<file path="config.mk">
export PLATFORM = sky130hd
export DESIGN_NAME = periodic_register_poll_scheduler_top
export DESIGN_NICKNAME = d
export VERILOG_FILES = /design/src/sv/psch_pkg.sv /design/src/sv/psch_ctrl.sv /design/src/sv/psch_dp.sv /design/src/sv/periodic_register_poll_scheduler_top.sv
export SDC_FILE = /design/constraint.sdc
export NUM_CORES = 2
export LEC_CHECK = 0
export BUFFER_PORTS_ARGS = -buffer_cell sky130_fd_sc_hd__buf_2
export CAP_MARGIN = 20
export CORE_AREA = 2 2 345 347
export DETAILED_ROUTE_END_ITERATION = 10
export DIE_AREA = 0 0 347 349
export HOLD_SLACK_MARGIN = 0.02
export PLACE_DENSITY = 0.74
export SLEW_MARGIN = 25
export SYNTH_ARGS = -nofsm -noshare
export SYNTH_HDL_FRONTEND = slang
export SYNTH_SLANG_ARGS = --single-unit
export TNS_END_PERCENT = 50
</file>
<file path="constraint.sdc">
create_clock -name clk -period 7.9 [get_ports clk]
set_input_delay 0.79 -clock clk [delete_from_list [all_inputs] [get_ports clk]]
set_output_delay 0.79 -clock clk [all_outputs]
set_load 0.03 [all_outputs]
</file>
<file path="src/sv/psch_pkg.sv">
`default_nettype none

package psch_pkg;

    typedef enum logic [1:0] {
        K_TICK  = 2'd0,
        K_SUB   = 2'd1,
        K_UNSUB = 2'd2,
        K_RESP  = 2'd3
    } kind_t;

    typedef enum logic [1:0] {
        RK_STATUS = 2'd0,
        RK_REQ    = 2'd1,
        RK_NOTIFY = 2'd2
    } rkind_t;

    typedef enum logic [1:0] {
        ST_OK   = 2'd0,
        ST_DUP  = 2'd1,
        ST_FULL = 2'd2
    } status_t;

    typedef enum logic [2:0] {
        S_IDLE,
        S_RD,
        S_EV,
        S_END,
        S_MVRD,
        S_MVWR
    } state_t;

    typedef struct packed {
        logic [15:0] reg_id;
        logic [15:0] period;
        logic [16:0] elapsed;
        logic [31:0] value;
    } entry_t;

    typedef struct packed {
        logic    load;
        logic    rd_walk;
        logic    rd_slot;
        logic    rd_last;
        logic    inc_idx;
        logic    tick_wr;
        logic    flush;
        logic    sub_sts;
        status_t sub_code;
        logic    append;
        logic    move_wr;
        logic    notify;
    } cmd_t;

    typedef struct packed {
        kind_t op_kind;
        logic  walk_done;
        logic  match;
        logic  due;
        logic  changed;
        logic  slot_valid;
        logic  full;
        logic  pend_vld;
    } sts_t;

endpackage

`default_nettype wire

</file>
<file path="src/sv/psch_ctrl.sv">
`default_nettype none

module psch_ctrl import psch_pkg::*;
(
    input  wire logic clk,
    input  wire logic rst_n,
    input  wire logic start,
    input  wire sts_t sts,
    output cmd_t      cmd,
    output logic      busy
);

    state_t state_reg;
    state_t state_next;

    always_ff @(posedge clk or negedge rst_n)
    begin
        if (!rst_n)
        begin
            state_reg <= S_IDLE;
        end
        else
        begin
            state_reg <= state_next;
        end
    end

    always_comb
    begin
        state_next = state_reg;
        cmd        = '0;
        cmd.sub_code = ST_OK;
        case (state_reg)
            S_IDLE:
            begin
                if (start)
                begin
                    cmd.load   = 1'b1;
                    state_next = S_RD;
                end
            end
            S_RD:
            begin
                if (sts.op_kind == K_RESP)
                begin
                    if (sts.slot_valid)
                    begin
                        cmd.rd_slot = 1'b1;
                        state_next  = S_EV;
                    end
                    else
                    begin
                        state_next = S_IDLE;
                    end
                end
                else if (sts.walk_done)
                begin
                    state_next = S_END;
                end
                else
                begin
                    cmd.rd_walk = 1'b1;
                    state_next  = S_EV;
                end
            end
            S_EV:
            begin
                case (sts.op_kind)
                    K_TICK:
                    begin
                        cmd.tick_wr = 1'b1;
                        cmd.inc_idx = 1'b1;
                        state_next  = S_RD;
                    end
                    K_SUB:
                    begin
                        if (sts.match)
                        begin
                            cmd.sub_sts  = 1'b1;
                            cmd.sub_code = ST_DUP;
                            state_next   = S_IDLE;
                        end
                        else
                        begin
                            cmd.inc_idx = 1'b1;
                            state_next  = S_RD;
                        end
                    end
                    K_UNSUB:
                    begin
                        if (sts.match)
                        begin
                            state_next = S_MVRD;
                        end
                        else
                        begin
                            cmd.inc_idx = 1'b1;
                            state_next  = S_RD;
                        end
                    end
                    default:
                    begin
                        cmd.notify = sts.changed;
                        state_next = S_IDLE;
                    end
                endcase
            end
            S_END:
            begin
                case (sts.op_kind)
                    K_TICK:
                    begin
                        cmd.flush = sts.pend_vld;
                    end
                    K_SUB:
                    begin
                        cmd.sub_sts = 1'b1;
                        if (sts.full)
                        begin
                            cmd.sub_code = ST_FULL;
                        end
                        else
                        begin
                            cmd.append = 1'b1;
                        end
                    end
                    default:
                    begin
                    end
                endcase
                state_next = S_IDLE;
            end
            S_MVRD:
            begin
                cmd.rd_last = 1'b1;
                state_next  = S_MVWR;
            end
            S_MVWR:
            begin
                cmd.move_wr = 1'b1;
                state_next  = S_IDLE;
            end
            default:
            begin
                state_next = S_IDLE;
            end
        endcase
    end

    assign busy = (state_reg != S_IDLE);

`ifndef SYNTHESIS
    a_load_only_idle: assert property (@(posedge clk) disable iff (!rst_n)
        cmd.load |-> state_reg == S_IDLE)
        else $error("load outside idle");
    a_move_follows_read: assert property (@(posedge clk) disable iff (!rst_n)
        state_reg == S_MVWR |-> $past(state_reg) == S_MVRD)
        else $error("move write without read of last entry");
    a_idle_after_move: assert property (@(posedge clk) disable iff (!rst_n)
        state_reg == S_MVWR |=> state_reg == S_IDLE)
        else $error("move write not final");
`endif

endmodule

`default_nettype wire

</file>
<file path="src/sv/psch_dp.sv">
`default_nettype none

module psch_dp import psch_pkg::*;
#(
    parameter int CAP = 16
)
(
    input  wire logic        clk,
    input  wire logic        rst_n,
    input  wire logic        cfg_we,
    input  wire logic [15:0] cfg_wdata,
    input  wire logic [1:0]  kind,
    input  wire logic [15:0] reg_id,
    input  wire logic [15:0] poll_period,
    input  wire logic [3:0]  slot,
    input  wire logic        read_ok,
    input  wire logic [31:0] read_value,
    input  wire cmd_t        cmd,
    output sts_t             sts,
    output logic             result_valid,
    output logic [1:0]       result_kind,
    output logic [15:0]      out_reg_id,
    output logic [3:0]       out_slot,
    output logic [31:0]      out_value,
    output logic [1:0]       status,
    output logic             last
);

    localparam int IDX_W = (CAP > 1) ? $clog2(CAP) : 1;
    localparam int CNT_W = $clog2(CAP + 1);

    logic [15:0]      base_reg;
    kind_t            op_kind_reg;
    logic [15:0]      op_reg_id_reg;
    logic [15:0]      op_period_reg;
    logic [3:0]       op_slot_reg;
    logic             op_ok_reg;
    logic [31:0]      op_value_reg;
    logic [CNT_W-1:0] idx_reg;
    logic [CNT_W-1:0] cnt_reg;
    logic [CNT_W-1:0] cnt_next;
    logic             pend_vld_reg;
    logic [15:0]      pend_reg_id_reg;
    logic [3:0]       pend_slot_reg;
    entry_t           rd_q_reg;

    logic             res_vld_reg;
    rkind_t           res_kind_reg;
    logic [15:0]      res_reg_id_reg;
    logic [3:0]       res_slot_reg;
    logic [31:0]      res_value_reg;
    status_t          res_status_reg;
    logic             res_last_reg;

    entry_t           mem [CAP];

    logic [16:0]      sum;
    logic [CNT_W-1:0] last_idx;
    logic [IDX_W-1:0] rd_addr;
    logic             rd_en;
    logic             wr_en;
    logic [IDX_W-1:0] wr_addr;
    entry_t           wr_data;
    logic             emit_req;
    logic             emit;

    assign sum      = rd_q_reg.elapsed + 17'(base_reg);
    assign last_idx = cnt_reg - CNT_W'(1);

    assign sts.op_kind    = op_kind_reg;
    assign sts.walk_done  = (idx_reg >= cnt_reg);
    assign sts.match      = (rd_q_reg.reg_id == op_reg_id_reg);
    assign sts.due        = (sum >= 17'(rd_q_reg.period));
    assign sts.changed    = op_ok_reg && (rd_q_reg.value != op_value_reg);
    assign sts.slot_valid = (5'(op_slot_reg) < 5'(cnt_reg));
    assign sts.full       = (cnt_reg == CNT_W'(CAP));
    assign sts.pend_vld   = pend_vld_reg;

    assign rd_en = cmd.rd_walk | cmd.rd_slot | cmd.rd_last;

    always_comb
    begin
        if (cmd.rd_slot)
        begin
            rd_addr = op_slot_reg[IDX_W-1:0];
        end
        else if (cmd.rd_last)
        begin
            rd_addr = last_idx[IDX_W-1:0];
        end
        else
        begin
            rd_addr = idx_reg[IDX_W-1:0];
        end
    end

    always_comb
    begin
        wr_en   = 1'b0;
        wr_addr = idx_reg[IDX_W-1:0];
        wr_data = rd_q_reg;
        if (cmd.tick_wr)
        begin
            wr_en           = 1'b1;
            wr_data.elapsed = sts.due ? 17'd0 : sum;
        end
        else if (cmd.append)
        begin
            wr_en           = 1'b1;
            wr_addr         = cnt_reg[IDX_W-1:0];
            wr_data.reg_id  = op_reg_id_reg;
            wr_data.period  = op_period_reg;
            wr_data.elapsed = '0;
            wr_data.value   = '0;
        end
        else if (cmd.move_wr)
        begin
            wr_en = 1'b1;
        end
        else if (cmd.notify)
        begin
            wr_en         = 1'b1;
            wr_addr       = op_slot_reg[IDX_W-1:0];
            wr_data.value = op_value_reg;
        end
    end

    always_ff @(posedge clk)
    begin
        if (wr_en)
        begin
            mem[wr_addr] <= wr_data;
        end
        if (rd_en)
        begin
            rd_q_reg <= mem[rd_addr];
        end
    end

    always_comb
    begin
        cnt_next = cnt_reg;
        if (cmd.append)
        begin
            cnt_next = cnt_reg + CNT_W'(1);
        end
        else if (cmd.move_wr)
        begin
            cnt_next = last_idx;
        end
    end

    assign emit_req = cmd.tick_wr & sts.due & pend_vld_reg;
    assign emit     = emit_req | cmd.flush | cmd.sub_sts | cmd.notify;

    always_ff @(posedge clk or negedge rst_n)
    begin
        if (!rst_n)
        begin
            base_reg     <= 16'd1;
            cnt_reg      <= '0;
            idx_reg      <= '0;
            pend_vld_reg <= 1'b0;
            res_vld_reg  <= 1'b0;
        end
        else
        begin
            if (cfg_we)
            begin
                base_reg <= cfg_wdata;
            end
            cnt_reg     <= cnt_next;
            res_vld_reg <= emit;
            if (cmd.load)
            begin
                idx_reg      <= '0;
                pend_vld_reg <= 1'b0;
            end
            else
            begin
                if (cmd.inc_idx)
                begin
                    idx_reg <= idx_reg + CNT_W'(1);
                end
                if (cmd.tick_wr && sts.due)
                begin
                    pend_vld_reg <= 1'b1;
                end
                else if (cmd.flush)
                begin
                    pend_vld_reg <= 1'b0;
                end
            end
        end
    end

    always_ff @(posedge clk)
    begin
        if (cmd.load)
        begin
            op_kind_reg   <= kind_t'(kind);
            op_reg_id_reg <= reg_id;
            op_period_reg <= poll_period;
            op_slot_reg   <= slot;
            op_ok_reg     <= read_ok;
            op_value_reg  <= read_value;
        end
        if (cmd.tick_wr && sts.due)
        begin
            pend_reg_id_reg <= rd_q_reg.reg_id;
            pend_slot_reg   <= 4'(idx_reg);
        end
        if (emit_req || cmd.flush)
        begin
            res_kind_reg   <= RK_REQ;
            res_reg_id_reg <= pend_reg_id_reg;
            res_slot_reg   <= pend_slot_reg;
            res_value_reg  <= '0;
            res_status_reg <= ST_OK;
            res_last_reg   <= cmd.flush;
        end
        else if (cmd.sub_sts)
        begin
            res_kind_reg   <= RK_STATUS;
            res_reg_id_reg <= op_reg_id_reg;
            res_slot_reg   <= cmd.append ? 4'(cnt_reg) : 4'd0;
            res_value_reg  <= '0;
            res_status_reg <= cmd.sub_code;
            res_last_reg   <= 1'b1;
        end
        else if (cmd.notify)
        begin
            res_kind_reg   <= RK_NOTIFY;
            res_reg_id_reg <= rd_q_reg.reg_id;
            res_slot_reg   <= op_slot_reg;
            res_value_reg  <= op_value_reg;
            res_status_reg <= ST_OK;
            res_last_reg   <= 1'b1;
        end
    end

    assign result_valid = res_vld_reg;
    assign result_kind  = res_kind_reg;
    assign out_reg_id   = res_reg_id_reg;
    assign out_slot     = res_slot_reg;
    assign out_value    = res_value_reg;
    assign status       = res_status_reg;
    assign last         = res_last_reg;

`ifndef SYNTHESIS
    a_count_bound: assert property (@(posedge clk) disable iff (!rst_n)
        cnt_reg <= CNT_W'(CAP))
        else $error("entry count beyond capacity");
    a_count_step: assert property (@(posedge clk) disable iff (!rst_n)
        !$stable(cnt_reg) |-> (cnt_reg == $past(cnt_reg) + CNT_W'(1))
                           || (cnt_reg == $past(cnt_reg) - CNT_W'(1)))
        else $error("entry count jumped");
    a_status_last: assert property (@(posedge clk) disable iff (!rst_n)
        res_vld_reg && res_kind_reg != RK_REQ |-> res_last_reg)
        else $error("single result not marked last");
`endif

endmodule

`default_nettype wire

</file>
<file path="src/sv/periodic_register_poll_scheduler_top.sv">
// Periodic register poll scheduler.
// Command port: an item is taken when start is high and busy is low; kind
// selects tick, subscribe, unsubscribe or read response. busy stays high
// until the item is finished.
// Results leave one per transfer on result_valid, each for a single cycle,
// with last marking the final result of an item. The receiver cannot stall.
// The base step is written through cfg_we/cfg_wdata; the user must do so only
// while the block is idle, which the block itself does not enforce.
// Per item (one memory port); the next item is taken once busy is low:
//   tick          requests emitted as the walk proceeds
//   subscribe     one status result
//   unsubscribe   no result
//   read response at most one notify, none for a slot beyond the table
// Results are registered: each appears in the cycle after the one producing it.
// Reset empties the table (count to zero) and sets the base step to 1; table
// contents are not cleared, so no clearing pass is needed.
`default_nettype none

module periodic_register_poll_scheduler_top import psch_pkg::*;
#(
    parameter int SLOTS = 16
)
(
    input  wire logic        clk,
    input  wire logic        rst_n,
    input  wire logic        cfg_we,
    input  wire logic [15:0] cfg_wdata,
    input  wire logic        start,
    output logic             busy,
    input  wire logic [1:0]  kind,
    input  wire logic [15:0] reg_id,
    input  wire logic [15:0] poll_period,
    input  wire logic [3:0]  slot,
    input  wire logic        read_ok,
    input  wire logic [31:0] read_value,
    output logic             result_valid,
    output logic [1:0]       result_kind,
    output logic [15:0]      out_reg_id,
    output logic [3:0]       out_slot,
    output logic [31:0]      out_value,
    output logic [1:0]       status,
    output logic             last
);

    localparam int CAP = (SLOTS < 16) ? SLOTS : 16;

    cmd_t cmd;
    sts_t sts;

    psch_ctrl u_ctrl (
        .clk   (clk),
        .rst_n (rst_n),
        .start (start),
        .sts   (sts),
        .cmd   (cmd),
        .busy  (busy)
    );

    psch_dp #(
        .CAP (CAP)
    ) u_dp (
        .clk          (clk),
        .rst_n        (rst_n),
        .cfg_we       (cfg_we),
        .cfg_wdata    (cfg_wdata),
        .kind         (kind),
        .reg_id       (reg_id),
        .poll_period  (poll_period),
        .slot         (slot),
        .read_ok      (read_ok),
        .read_value   (read_value),
        .cmd          (cmd),
        .sts          (sts),
        .result_valid (result_valid),
        .result_kind  (result_kind),
        .out_reg_id   (out_reg_id),
        .out_slot     (out_slot),
        .out_value    (out_value),
        .status       (status),
        .last         (last)
    );

endmodule

`default_nettype wire
</file>
==> impl_metrics.py <==
metrics = {
    "routing": {
        "drtIter0Drc": 3059,
        "drc_errors": 0,
        "num_vias": 32400,
        "firstDrtPassIters": 5,
        "via_per_inst": 5.91,
        "wire_per_inst_um": 26.0,
        "ant_nets": 0,
        "drt-total-wl_um": 143000,
    },
    "placed_design": {
        "dp.cells": 5200,
        "port_buffers": 149,
        "globalplace.congestion": 0.828,
        "pre_cts_ws_ps": 2430,
        "hpwl_um": 81500,
    },
    "synth": {
        "syn_nets": 3764,
        "netlist_instances": 3624,
        "syn_area_sq_um": 64100,
        "async_flop_share": 0.0199,
        "ys.flop_type": "edfxtp_1",
        "seq_area_frac_synth": 0.721,
        "avgSynthCellArea_sq_um": 17.7,
        "synth_cell_types": 65,
        "synth_edf_count": 1489,
        "yosys_warnings": 0,
        "ys_ff_latch": 1556,
    },
    "timing": {
        "fin_worst_skew_ps": 30.5,
        "fmax_ghz": 0.182,
        "worst_slack_ps": 2390,
        "hold_violations": 0,
        "finalSetupViolations": 0,
        "report.final.slew_viol_count": 0,
        "rsz0062_at_grt": "no",
        "fin_crit_ps": 5510,
        "period_share": 0.697,
        "maxSlewHeadroom": 0.292,
        "max_slew.worst_pin.slew_ps": 1060,
    },
    "final_layout": {
        "final_cell_mix": "1489 x edfxtp_1, 1248 x mux2i_1, 160 x clkbuf_16, 148 x buf_2, 142 x nand2_1",
        "layout_commonest_cell": "edfxtp_1",
        "stdcell_count": 5490,
        "drive_above_1_share": 0.135,
        "largest_reg_flops": 1296,
        "areaGrowthSynthToFinish_pct": 12.2,
        "nNetsFinal": 3966,
    },
    "clock_network": {
        "clk_pin_slew_ps": 60,
        "cts_setup_buffers": 0,
        "tritoncts": "done",
        "cts_buffers": 157,
        "cts_buffer_depth": 3,
        "cts.sinks": 1556,
        "clockRootBuffer": "clkbuf_16",
        "cts-resized-gates": 0,
        "cts_hold_buf": 0,
        "worstSkewPairLatency_ps": 790,
        "htree_num_levels": 4,
    },
    "worst_setup_path": {
        "path_class": "reg2reg",
        "critPathMostFrequentCell": "buf_4",
        "critPathRequiredTime_ps": 8300,
        "worst_path_largest_cell_delay_ps": 710,
        "crit_fanout": 41,
        "rrSetupSlack_ps": 2390,
        "timing.rr.start": "u_dp.op_value_reg[21]",
        "r2r-end": "u_dp.mem[12][29]",
        "slowest_stage": "nor2_4",
        "start_kind": "flop",
        "critPathCaptureType": "flop",
        "crit_arrival_ps": 5910,
        "cp_cell_sequence": "xor2_1 -> nor4_1 -> nand4_1 -> o2111ai_4 -> buf_4 -> a2bb2oi_1 -> o22ai_2 -> or3b_1 -> nor2_4 -> buf_4",
        "reg2reg_depth": 10,
    },
    "floorplanning": {
        "fp.dieArea_sq_um": 121000,
        "coreArea_sq_um": 117000,
        "initial_utilization": 0.546,
        "chipWidth_um": 347,
        "rows": 126,
        "io_pins": 150,
        "die_h_um": 349,
    },
    "worst_hold_path": {
        "holdCritPathClass": "in2reg",
        "hold-path-endpoint": "u_dp.op_reg_id_reg[1]",
        "hold-path-cell-count": 1,
        "hold_path_startpoint": "reg_id[1]",
    },
    "power_and_ir_drop": {
        "vdd_drop_max_mv": 0.294,
        "leakagePower_nw": 30.9,
        "power-per-cell-area_nw_per_um2": 348,
    },
    "global_routing": {
        "grt_pass1_wl_um": 210000,
        "grt_pass1_vias": 32600,
        "track_usage": 0.236,
        "met2_usage": 0.368,
        "met3_usage": 0.0560,
        "grt-ovfl-total": 0,
        "antenna_found_initial": 5,
        "met1_usage": 0.321,
        "busiest_layer": "met2",
        "grt_max_degree": 147,
    },
    "outcome": {
        "status": "finished, final reports clean",
    },
    "flow_run": {
        "maxCapViolCount": 0,
    },
}
[power breakdown]
part	internal, mW	total [mW]	switching (mW)
Clock	4.37	7.47	3.10
Combinational	2.36	6.49	4.14
Sequential	10.7	11.0	0.374
[cell usage after synthesis, types with 2 or more instances]
library cell	number	area [sq um]
nand3_1	10	50.1
buf_2	71	355
buf_1	2	7.51
nor2_1	32	120
nor2b_1	3	18.8
or2_2	3	18.8
nand4_1	8	50.1
nor3_2	8	80.1
a211oi_1	5	37.5
or3_1	4	25.0
nand3b_1	2	15.0
mux2i_1	1249	12500
o2111ai_1	2	17.5
and3_1	5	31.3
a22o_1	51	447
o22ai_2	2	25.0
edfxtp_1	1489	44700
clkbuf_1	26	97.6
dfrtp_1	30	751
o21ai_0	29	145
buf_6	3	33.8
nand2_1	143	537
inv_1	34	128
buf_4	73	548
o21bai_1	4	30.0
a2bb2oi_1	3	26.3
mux2_2	23	259
and2_1	4	25.0
nand2b_1	11	68.8
a21o_1	11	82.6
dfxtp_1	36	721
mux2_1	12	135
o22ai_1	4	25.0
xor2_1	52	455
nor3_1	39	195
o21a_1	2	15.0
xnor2_1	17	149
a21oi_1	36	180
ha_1	48	601
nor4_1	13	81.3
[metrics by stage]
stage	hold WS (ps)	cell area, sq um	setup TNS [ps]	power [mW]	utilization
after detailed placement	457	66600	0	17.7	0.567
after global placement	459	66600	0	17.5	0.567
after global routing	138	71900	0	26.0	0.612
after floorplan	485	64100	-13810	15.8	-
final	178	71900	0	25.0	0.612
after CTS	125	71800	0	25.1	0.611
[final cells by class]
| class | instances | area [sq um] |
|---|---|---|
| multi-input cells | 1859 | 16900 |
| flip-flops and latches | 1556 | 46200 |
| clock inverters | 98 | 1070 |
| well taps | 1536 | 1920 |
| clock buffers | 187 | 4140 |
| repair buffers | 218 | 1480 |
| diodes | 2 | 5.00 |
| inverters | 34 | 128 |
| fillers | 8252 | 45600 |
[critical path, delay by kind of cell (launching register included)]
| kind | cells | cell delay (ps) |
|---|---|---|
| AO/OA/AOI/OAI | 3 | 810 |
| XOR/XNOR | 1 | 190 |
| buffers and inverters | 2 | 1280 |
| flip-flops | 1 | 430 |
| AND/OR/NAND/NOR | 4 | 2330 |
[per-layer routing]
| metal | wire length, um | vias to the layer above |
|---|---|---|
| li1 | - | 14500 |
| met1 | 60100 | 16400 |
| met2 | 66300 | 1194 |
| met3 | 11100 | 277 |
| met4 | 5430 | 4 |
| met5 | 23 | - |
[cell families (layout without fill, tap and decap cells)]
| family | after synthesis | in the layout | share of synthesized area |
|---|---|---|---|
| buf+inv | 209 | 537 | 0.0183 |
| xor+xnor | 69 | 69 | 0.00943 |
| flops | 1556 | 1556 | 0.721 |
| other cells | 0 | 2 | 0 |
| simple gates | 291 | 291 | 0.0215 |
| fa+ha+maj | 49 | 49 | 0.00969 |
| compound gates | 166 | 166 | 0.0187 |
| mux | 1284 | 1284 | 0.201 |
[worst max-delay path by stage]
stage                     startpoint                   to  slack, ps  cells past startpoint
2_1_floorplan  u_dp.op_value_reg[24]       u_dp.mem[8][0]       -110                      8
3_5_place_dp       u_dp.rd_q_reg[33]  u_dp.out_reg_id[15]       2430                     18
5_1_grt             u_dp.base_reg[0]  u_dp.out_reg_id[14]       2190                     19
6_report       u_dp.op_value_reg[21]     u_dp.mem[12][29]       2390                     10
3_3_place_gp       u_dp.rd_q_reg[33]  u_dp.out_reg_id[15]       2490                     18
4_1_cts            u_dp.rd_q_reg[33]  u_dp.out_reg_id[13]       2440                     18
Note: power is estimated with default switching activity, not from simulation.
